<file path="src/hdl/tst_pkg.sv">
// Shared types, codes and widths for the task state tracker.
// No dependencies; every other file in hdl/ uses this package.
package tst_pkg;

  localparam int EventW   = 5;
  localparam int StateW   = 3;
  localparam int StatusW  = 2;
  localparam int SourceW  = 2;
  localparam int ApbDataW = 32;
  localparam int ApbAddrW = 3;

  // paddr[2] picks the 32-bit register slot; only slot 0 exists
  localparam logic CfgSelInitial = 1'b0;

  typedef enum logic [EventW-1:0] {
    EV_ACTIVATE            = 5'd0,
    EV_START               = 5'd1,
    EV_PREEMPT             = 5'd2,
    EV_RESUME              = 5'd3,
    EV_TERMINATE           = 5'd4,
    EV_POLL                = 5'd5,
    EV_RUN                 = 5'd6,
    EV_PARK                = 5'd7,
    EV_POLL_PARKING        = 5'd8,
    EV_RELEASE_PARKING     = 5'd9,
    EV_WAIT                = 5'd10,
    EV_RELEASE             = 5'd11,
    EV_FULL_MIGRATION      = 5'd12,
    EV_ENFORCED_MIGRATION  = 5'd13,
    EV_INTERRUPT_SUSPENDED = 5'd14,
    EV_MTA_LIMIT           = 5'd15,
    EV_NOWAIT              = 5'd16,
    EV_UNKNOWN             = 5'd17
  } ev_code_t;

  typedef enum logic [StatusW-1:0] {
    STS_OK      = 2'd0,
    STS_ALREADY = 2'd1,
    STS_INVALID = 2'd2
  } status_t;

  typedef enum logic [SourceW-1:0] {
    SRC_STIMULUS  = 2'd0,
    SRC_SCHEDULER = 2'd1,
    SRC_CORE      = 2'd2,
    SRC_NONE      = 2'd3
  } source_t;

  // Encoded state as seen on the ports and the config register
  typedef enum logic [StateW-1:0] {
    SC_RUNNING    = 3'd0,
    SC_POLLING    = 3'd1,
    SC_WAITING    = 3'd2,
    SC_PARKING    = 3'd3,
    SC_READY      = 3'd4,
    SC_ACTIVE     = 3'd5,
    SC_TERMINATED = 3'd6,
    SC_UNKNOWN    = 3'd7
  } state_code_t;

  // Internal one-hot life-cycle state
  typedef enum logic [7:0] {
    LS_RUNNING    = 8'b0000_0001,
    LS_POLLING    = 8'b0000_0010,
    LS_WAITING    = 8'b0000_0100,
    LS_PARKING    = 8'b0000_1000,
    LS_READY      = 8'b0001_0000,
    LS_ACTIVE     = 8'b0010_0000,
    LS_TERMINATED = 8'b0100_0000,
    LS_UNKNOWN    = 8'b1000_0000
  } life_t;

  function automatic life_t life_decode(logic [StateW-1:0] code);
    life_t ls;
    case (code)
      SC_RUNNING:    ls = LS_RUNNING;
      SC_POLLING:    ls = LS_POLLING;
      SC_WAITING:    ls = LS_WAITING;
      SC_PARKING:    ls = LS_PARKING;
      SC_READY:      ls = LS_READY;
      SC_ACTIVE:     ls = LS_ACTIVE;
      SC_TERMINATED: ls = LS_TERMINATED;
      default:       ls = LS_UNKNOWN;
    endcase
    return ls;
  endfunction

  function automatic logic [StateW-1:0] life_encode(life_t ls);
    logic [StateW-1:0] code;
    case (ls)
      LS_RUNNING:    code = SC_RUNNING;
      LS_POLLING:    code = SC_POLLING;
      LS_WAITING:    code = SC_WAITING;
      LS_PARKING:    code = SC_PARKING;
      LS_READY:      code = SC_READY;
      LS_ACTIVE:     code = SC_ACTIVE;
      LS_TERMINATED: code = SC_TERMINATED;
      default:       code = SC_UNKNOWN;
    endcase
    return code;
  endfunction

endpackage

</file>
<file path="src/hdl/tst_ifs.sv">
// Valid/ready channel interfaces for trace events and tracker results.
// Depends on tst_pkg for field widths.
interface tst_evt_if;
  logic                         valid;
  logic                         ready;
  logic [tst_pkg::EventW-1:0]   event_code;

  modport source (output valid, output event_code, input ready);
  modport sink   (input valid, input event_code, output ready);
endinterface

interface tst_res_if;
  logic                         valid;
  logic                         ready;
  logic [tst_pkg::StatusW-1:0]  status;
  logic [tst_pkg::StateW-1:0]   new_state;
  logic                         started_seen;
  logic                         is_terminated;
  logic [tst_pkg::SourceW-1:0]  source_kind;
  logic                         takes_core;
  logic                         frees_core;

  modport source (output valid, output status, output new_state, output started_seen,
                  output is_terminated, output source_kind, output takes_core,
                  output frees_core, input ready);
  modport sink   (input valid, input status, input new_state, input started_seen,
                  input is_terminated, input source_kind, input takes_core,
                  input frees_core, output ready);
endinterface

</file>
<file path="src/hdl/task_state_tracker_core.sv">
// Top level of the task life-cycle state tracker.
// Depends on tst_pkg and the channel interfaces in tst_ifs.sv.
//
//  channel   | dir | handshake          | carries
//  ----------+-----+--------------------+---------------------------------------
//  events    | in  | valid/ready        | event_code
//  results   | out | valid/ready        | status, new_state, flags, decode
//  apb       | in  | psel/penable/pready| initial_state register at offset 0
//
// One event per cycle unless the output stalls: an accepted event is decoded
// against the stored state in the same cycle; its result is registered next edge.
// The state register is the only loop, so back-to-back events chain without gaps.
// rst (synchronous) clears the state to unknown, the started flag and the
// output valid. events.ready drops only while a result sits unclaimed in the
// output register and results.ready is low; nothing else stalls the input.
module task_state_tracker_core (
  input  logic                          clk,
  input  logic                          rst,
  tst_evt_if.sink                       events,
  tst_res_if.source                     results,
  input  logic                          psel,
  input  logic                          penable,
  input  logic                          pwrite,
  input  logic [tst_pkg::ApbAddrW-1:0]  paddr,
  input  logic [tst_pkg::ApbDataW-1:0]  pwdata,
  output logic [tst_pkg::ApbDataW-1:0]  prdata,
  output logic                          pready
);

  // Stored state
  tst_pkg::life_t                life_state;
  logic                          started_flag;
  logic [tst_pkg::StateW-1:0]    initial_state;

  // Output register
  logic                          out_valid;
  logic [tst_pkg::StatusW-1:0]   out_status;
  logic [tst_pkg::StateW-1:0]    out_state;
  logic                          out_started;
  logic                          out_term;
  logic [tst_pkg::SourceW-1:0]   out_source;
  logic                          out_takes;
  logic                          out_frees;

  // Decode
  tst_pkg::ev_code_t             ev;
  tst_pkg::life_t                life_state_next;
  logic                          started_flag_next;
  tst_pkg::status_t              status;
  tst_pkg::source_t              source;
  logic                          takes;
  logic                          frees;
  logic                          in_xfer;
  logic                          cfg_wr;

  assign pready  = 1'b1;
  assign prdata  = tst_pkg::ApbDataW'(initial_state);
  assign cfg_wr  = psel & penable & pwrite & (paddr[2] == tst_pkg::CfgSelInitial);

  // Input is taken whenever the output register is free or being drained
  assign events.ready = !out_valid || results.ready;
  assign in_xfer      = events.valid && events.ready;

  // Codes past the last named event all behave as the unknown event
  assign ev = (events.event_code >= tst_pkg::EV_UNKNOWN) ? tst_pkg::EV_UNKNOWN
                                                          : tst_pkg::ev_code_t'(events.event_code);

  always_comb begin
    life_state_next   = life_state;
    started_flag_next = started_flag;
    status            = tst_pkg::STS_OK;
    case (life_state)
      tst_pkg::LS_RUNNING: begin
        case (ev)
          tst_pkg::EV_WAIT:      life_state_next = tst_pkg::LS_WAITING;
          tst_pkg::EV_POLL:      life_state_next = tst_pkg::LS_POLLING;
          tst_pkg::EV_PREEMPT:   life_state_next = tst_pkg::LS_READY;
          tst_pkg::EV_TERMINATE: life_state_next = tst_pkg::LS_TERMINATED;
          tst_pkg::EV_NOWAIT:    life_state_next = tst_pkg::LS_RUNNING;
          tst_pkg::EV_START,
          tst_pkg::EV_RESUME,
          tst_pkg::EV_RUN:       status = tst_pkg::STS_ALREADY;
          default:               status = tst_pkg::STS_INVALID;
        endcase
      end
      tst_pkg::LS_POLLING: begin
        case (ev)
          tst_pkg::EV_RUN:          life_state_next = tst_pkg::LS_RUNNING;
          tst_pkg::EV_PARK:         life_state_next = tst_pkg::LS_PARKING;
          tst_pkg::EV_POLL_PARKING,
          tst_pkg::EV_POLL:         status = tst_pkg::STS_ALREADY;
          default:                  status = tst_pkg::STS_INVALID;
        endcase
      end
      tst_pkg::LS_WAITING: begin
        case (ev)
          tst_pkg::EV_RELEASE: life_state_next = tst_pkg::LS_READY;
          tst_pkg::EV_WAIT:    status = tst_pkg::STS_ALREADY;
          default:             status = tst_pkg::STS_INVALID;
        endcase
      end
      tst_pkg::LS_PARKING: begin
        case (ev)
          tst_pkg::EV_POLL_PARKING:    life_state_next = tst_pkg::LS_POLLING;
          tst_pkg::EV_RELEASE_PARKING: life_state_next = tst_pkg::LS_READY;
          tst_pkg::EV_PARK:            status = tst_pkg::STS_ALREADY;
          default:                     status = tst_pkg::STS_INVALID;
        endcase
      end
      tst_pkg::LS_READY: begin
        case (ev)
          tst_pkg::EV_RESUME:          life_state_next = tst_pkg::LS_RUNNING;
          tst_pkg::EV_PREEMPT,
          tst_pkg::EV_RELEASE,
          tst_pkg::EV_RELEASE_PARKING: status = tst_pkg::STS_ALREADY;
          default:                     status = tst_pkg::STS_INVALID;
        endcase
      end
      tst_pkg::LS_ACTIVE: begin
        case (ev)
          tst_pkg::EV_START: begin
            life_state_next   = tst_pkg::LS_RUNNING;
            started_flag_next = 1'b1;
          end
          tst_pkg::EV_INTERRUPT_SUSPENDED: life_state_next = tst_pkg::LS_ACTIVE;
          tst_pkg::EV_ACTIVATE:            status = tst_pkg::STS_ALREADY;
          default:                         status = tst_pkg::STS_INVALID;
        endcase
      end
      tst_pkg::LS_TERMINATED: begin
        case (ev)
          tst_pkg::EV_ACTIVATE:  life_state_next = tst_pkg::LS_ACTIVE;
          tst_pkg::EV_MTA_LIMIT: life_state_next = tst_pkg::LS_TERMINATED;
          tst_pkg::EV_TERMINATE: status = tst_pkg::STS_ALREADY;
          default:               status = tst_pkg::STS_INVALID;
        endcase
      end
      default: begin
        // Unknown state: every listed event jumps to its implied state;
        // anything else, the unknown event included, keeps the state.
        case (ev)
          tst_pkg::EV_ACTIVATE,
          tst_pkg::EV_MTA_LIMIT:       life_state_next = tst_pkg::LS_ACTIVE;
          tst_pkg::EV_START: begin
            life_state_next   = tst_pkg::LS_RUNNING;
            started_flag_next = 1'b1;
          end
          tst_pkg::EV_RESUME,
          tst_pkg::EV_RUN:             life_state_next = tst_pkg::LS_RUNNING;
          tst_pkg::EV_POLL,
          tst_pkg::EV_POLL_PARKING:    life_state_next = tst_pkg::LS_POLLING;
          tst_pkg::EV_PARK:            life_state_next = tst_pkg::LS_PARKING;
          tst_pkg::EV_RELEASE_PARKING,
          tst_pkg::EV_PREEMPT,
          tst_pkg::EV_RELEASE:         life_state_next = tst_pkg::LS_READY;
          tst_pkg::EV_WAIT:            life_state_next = tst_pkg::LS_WAITING;
          tst_pkg::EV_TERMINATE:       life_state_next = tst_pkg::LS_TERMINATED;
          default:                     life_state_next = life_state;
        endcase
      end
    endcase
  end

  // Pure event classification, independent of state
  always_comb begin
    case (ev)
      tst_pkg::EV_ACTIVATE,
      tst_pkg::EV_MTA_LIMIT:           source = tst_pkg::SRC_STIMULUS;
      tst_pkg::EV_INTERRUPT_SUSPENDED: source = tst_pkg::SRC_SCHEDULER;
      tst_pkg::EV_UNKNOWN:             source = tst_pkg::SRC_NONE;
      default:                         source = tst_pkg::SRC_CORE;
    endcase
    takes = (ev == tst_pkg::EV_POLL_PARKING) || (ev == tst_pkg::EV_RESUME) ||
            (ev == tst_pkg::EV_START);
    frees = (ev == tst_pkg::EV_PARK) || (ev == tst_pkg::EV_WAIT) ||
            (ev == tst_pkg::EV_TERMINATE) || (ev == tst_pkg::EV_PREEMPT);
  end

  // Control state
  always_ff @(posedge clk) begin
    if (rst) begin
      life_state    <= tst_pkg::LS_UNKNOWN;
      started_flag  <= 1'b0;
      initial_state <= tst_pkg::SC_UNKNOWN;
      out_valid     <= 1'b0;
    end else begin
      if (cfg_wr) begin
        // Register write reloads the state; the started flag is left alone
        initial_state <= pwdata[tst_pkg::StateW-1:0];
        life_state    <= tst_pkg::life_decode(pwdata[tst_pkg::StateW-1:0]);
      end else if (in_xfer) begin
        life_state    <= life_state_next;
        started_flag  <= started_flag_next;
      end
      if (in_xfer) begin
        out_valid <= 1'b1;
      end else if (results.ready) begin
        out_valid <= 1'b0;
      end
    end
  end

  // Result payload
  always_ff @(posedge clk) begin
    if (in_xfer) begin
      out_status  <= status;
      out_state   <= tst_pkg::life_encode(life_state_next);
      out_started <= started_flag_next;
      out_term    <= (life_state_next == tst_pkg::LS_TERMINATED);
      out_source  <= source;
      out_takes   <= takes;
      out_frees   <= frees;
    end
  end

  assign results.valid         = out_valid;
  assign results.status        = out_status;
  assign results.new_state     = out_state;
  assign results.started_seen  = out_started;
  assign results.is_terminated = out_term;
  assign results.source_kind   = out_source;
  assign results.takes_core    = out_takes;
  assign results.frees_core    = out_frees;

endmodule

</file>
<file path="src/flat_wrapper.sv">
// flat-port wrapper written by rule: the top's interface ports become plain ports
module task_state_tracker_core_flat 
  (clk, rst, psel, penable, pwrite, paddr, pwdata, prdata, pready, events_valid, events_event_code, events_ready, results_valid, results_status, results_new_state, results_started_seen, results_is_terminated, results_source_kind, results_takes_core, results_frees_core, results_ready);
  tst_evt_if events_i ();
  tst_res_if results_i ();
  input  logic clk;
  input  logic rst;
  input  logic psel;
  input  logic penable;
  input  logic pwrite;
  input  logic [tst_pkg::ApbAddrW-1:0] paddr;
  input  logic [tst_pkg::ApbDataW-1:0] pwdata;
  output logic [tst_pkg::ApbDataW-1:0] prdata;
  output logic pready;
  input wire logic [$bits(events_i.valid)-1:0] events_valid;
  input wire logic [$bits(events_i.event_code)-1:0] events_event_code;
  output wire logic [$bits(events_i.ready)-1:0] events_ready;
  output wire logic [$bits(results_i.valid)-1:0] results_valid;
  output wire logic [$bits(results_i.status)-1:0] results_status;
  output wire logic [$bits(results_i.new_state)-1:0] results_new_state;
  output wire logic [$bits(results_i.started_seen)-1:0] results_started_seen;
  output wire logic [$bits(results_i.is_terminated)-1:0] results_is_terminated;
  output wire logic [$bits(results_i.source_kind)-1:0] results_source_kind;
  output wire logic [$bits(results_i.takes_core)-1:0] results_takes_core;
  output wire logic [$bits(results_i.frees_core)-1:0] results_frees_core;
  input wire logic [$bits(results_i.ready)-1:0] results_ready;
  assign events_i.valid = events_valid;
  assign events_i.event_code = events_event_code;
  assign events_ready = events_i.ready;
  assign results_valid = results_i.valid;
  assign results_status = results_i.status;
  assign results_new_state = results_i.new_state;
  assign results_started_seen = results_i.started_seen;
  assign results_is_terminated = results_i.is_terminated;
  assign results_source_kind = results_i.source_kind;
  assign results_takes_core = results_i.takes_core;
  assign results_frees_core = results_i.frees_core;
  assign results_i.ready = results_ready;
  task_state_tracker_core u_core (.clk(clk), .rst(rst), .events(events_i), .results(results_i), .psel(psel), .penable(penable), .pwrite(pwrite), .paddr(paddr), .pwdata(pwdata), .prdata(prdata), .pready(pready));
endmodule
</file>
<file path="config.mk">
export PLATFORM = sky130hd
export DESIGN_NAME = task_state_tracker_core_flat
export DESIGN_NICKNAME = d
export VERILOG_FILES = /design/src/hdl/tst_pkg.sv /design/src/hdl/tst_ifs.sv /design/src/hdl/task_state_tracker_core.sv /design/src/flat_wrapper.sv
export SDC_FILE = /design/constraint.sdc
export NUM_CORES = 1
export LEC_CHECK = 0
export ABC_AREA = 1
export BUFFER_PORTS_ARGS = -buffer_cell sky130_fd_sc_hd__buf_2
export CAP_MARGIN = 20
export CORE_ASPECT_RATIO = 0.75
export CORE_MARGIN = 4
export CORE_UTILIZATION = 53
export CTS_CLUSTER_DIAMETER = 80
export DETAILED_ROUTE_END_ITERATION = 10
export GPL_TIMING_DRIVEN = 0
export PLACE_DENSITY = 0.87
export SETUP_SLACK_MARGIN = 0.3
export SKIP_LAST_GASP = 1
export SLEW_MARGIN = 10
export SYNTH_ARGS = -nofsm -noshare
export SYNTH_HDL_FRONTEND = slang
export SYNTH_SLANG_ARGS = --single-unit
export TNS_END_PERCENT = 1
</file>
<file path="constraint.sdc">
create_clock -name clk -period 4.9 [get_ports clk]
set_input_delay 0.735 -clock clk [delete_from_list [all_inputs] [get_ports clk]]
set_output_delay 0.735 -clock clk [all_outputs]
set_load 0.02 [all_outputs]
</file>
==> out/qor.yml <==
nFillCells: 388
worst_slack_ps: 2361
setup_tns_ps: 0
drv_slew: 0
drc: 0
powerDensity_nw_per_um2: 237.6
post_cts_buffers: 0
cts_tree: "done"
hold_buffers: 0
vias_per_cell: 5.089
globalRoute.totalOverflow: 0
drtIter0Drc: 276
grt_pass1_wl_um: 9480
yosys_warnings: 0
cts.path.max_buffers: 2
first_global_vias: 2086
htreeDepth: 1
p_leak_nw: 1.499
hold_violations: 0
synth_cell_types: 34
worstReg2RegEnd: "u_core.results.new_state[2]"
grt_max_degree: 14
cts_buffers: 3
area_growth_pct: 16.77
die_y_um: 64.94
startpoint_type: "input pin"
cts_sinks: 24
layout.nets: 478
crit_chain: "buf_2 -> inv_2 -> nand2_1 -> nor2_1 -> nand2_2 -> nand3_4 -> nor2_8 -> nand3_1 -> nand2_1 -> nand2_1 -> nand2_1 -> nor2_1 -> nand2_1 -> nand2_1 -> nand2_2 -> nand3_2 -> nand2_1"
vias: 2468
ant_nets: 0
cts_root_buf: "clkbuf_8"
r2r_slack_ps: 2460
setup_viol: 0
synth.avg_cell_area_um2: 6.242
final_area_um2: 2675
crit_end: "u_core.results.new_state[2]"
cts-resized-gates: 0
grtUsageTotal: 0.2133
cp_common_cell: "nand2_1"
critPathArrivalTime_ps: 2570
clk_pin_slew_ps: 80
synthCells: 367
dieArea_um2: 5449
slowest_stage: "nor2_1"
port_buffers: 31
io_pins: 93
netlist.area_leader.share: 0.1720
antennaDiodeCount: 0
status: "complete, no violations"
placed_cell_area_um2: 2620
fin_skew_ps: 7.994
r2r_cells: 18
ys_top_cells_by_area: "nand2_1 (17%), edfxtp_1 (14%), dfxtp_1 (11%)"
irDropWorstVdd_v: 0.0001552
rows: 20
crit_type: "in2reg"
endpoint_kind: "flip-flop"
hp-class: "reg2reg"
period_share: 0.5182
core-area_um2: 4104
critPathMaxFanout: 9
start_util: 0.5582
drive_gt1_frac: 0.2372
max_freq_mhz: 393.8
fin_crit_ps: 2539
drt_pass1_iterations: 6
routed_wl_um: 5742
cp.required_ps: 4930
cap_violations: 0
yosysSeqAreaShare: 0.2578
reg2reg_from: "u_core.life_state[0]"
slowest_delay_ps: 240
synth_seq_cells: 24
yosys.area.top_type: "nand2_1"
rsz0062_at_grt: "false"
worstSetupStartpoint: "events_event_code[4]"
antenna_found_initial: 0
gp_congestion: 0.9486
synth_area_um2: 2291
die_x_um: 83.92
hpwl_um: 4567
clock_latency_ps: 270
dp_slack_ps: 2145
wl_per_cell_um: 11.84
## cell type report
| type | instances | area (um^2) | area share |
|---|---|---|---|
| plain buffers | 32 | 240.2 | 0.08980 |
| clock buffers | 4 | 55.05 | 0.02058 |
| inverters | 48 | 180.2 | 0.06735 |
| multi-input cells | 291 | 1385 | 0.5178 |
| flip-flops and latches | 24 | 590.6 | 0.2208 |
| well taps | 55 | 68.82 | 0.02572 |
| repair buffers | 31 | 155.1 | 0.05800 |
## cell usage after synthesis, drive strengths merged
master and n:
nand3 41, conb 2, inv 48, a31oi 7, o22ai 1, a221oi 1
o21bai 1, edfxtp 11, nor2 57, dfxtp 13, clkbuf 1, o211ai 2
o2111ai 2, and3 1, buf 31, o211a 1, nor4 1, nand3b 1
o21ai 10, nand4 7, nand2 117, a21oi 5, nor3 5, a311oi 1
## kinds of logic after synthesis
kind of cell	Yosys count	synth area share
compound gates	31	0.08575
buf+inv	80	0.1835
flops	24	0.2578
other cells	2	0.003278
simple gates	230	0.4697
## how the worst min path moves through the flow
stage,startpoint,slack [ps],endpoint,cells after the start
after floorplan,u_core.started_flag,470,u_core.started_flag,1
after global placement,u_core.initial_state[1],440,u_core.initial_state[1],2
after detailed placement,u_core.initial_state[1],440,u_core.initial_state[1],2
after CTS,u_core.initial_state[1],470,u_core.initial_state[1],2
after global routing,u_core.initial_state[1],490,u_core.initial_state[1],2
final,u_core.initial_state[1],460,u_core.initial_state[1],2
## metrics by stage
step                utilization  instances  power, mW  hold WS (ps)
floorplan                     -        395     0.4460         466.6
global placement         0.6384        481     0.4951         441.7
detailed placement       0.6384        481     0.4999         443.6
CTS                      0.6518        485     0.6332         470.7
global route             0.6518        485     0.6799         490.6
finish                   0.6518        485     0.6356         463.7
## per-layer routing
metal / global-route usage / vias to the layer above / wire, um
met5: 0 / - / 0
met4: 0.04819 / 0 / 72
met3: 0.06099 / 12 / 677
met2: 0.3175 / 142 / 2435
met1: 0.3051 / 1061 / 2556
li1: - / 1253 / -
## state kept, by name (all words and copies together) (netlist names)
| signal | flops |
|---|---|
| u_core.results.is_terminated | 1 |
| u_core.results.source_kind | 2 |
| u_core.results.valid | 1 |
| u_core.results.started_seen | 1 |
| u_core.results.new_state | 3 |
| u_core.results.status | 2 |
| u_core.results.takes_core | 1 |
| u_core.initial_state | 3 |
| u_core.started_flag | 1 |
| u_core.results.frees_core | 1 |
| u_core.life_state | 8 |
## layout by cell type (no fill, tap or decap)
master	n
nand3_1	36
nand4_1	7
buf_6	1
nand3_2	4
nand3_4	1
a21oi_1	5
o2111ai_1	2
nand2_1	105
nand3b_1	1
nor3_1	3
inv_1	43
nand2_2	12
nor2_2	7
o21bai_1	1
o211a_1	1
clkbuf_1	1
o21ai_0	9
a311oi_1	1
edfxtp_1	11
nor3_2	2
nor2_8	1
a221oi_1	1
conb_1	30
nor2_1	46
buf_4	30
o21ai_2	1
nor2_4	3
clkbuf_8	4
nor4_1	1
and3_1	1
o22ai_1	1
buf_2	31
inv_2	5
dfxtp_1	13
o211ai_1	2
a31oi_1	7
## critical path: cells and delay by family
| family | cells | cell delay (ps) |
|---|---|---|
| AND/OR/NAND/NOR | 15 | 1550 |
| buffers and inverters | 2 | 270 |
## report_power, final
part           switching (mW)  internal (mW)  total (mW)
Sequential             0.0108          0.230       0.241
Clock                  0.0619         0.0718       0.134
Combinational           0.175         0.0859       0.261
Power figures use the tool's default switching activity.
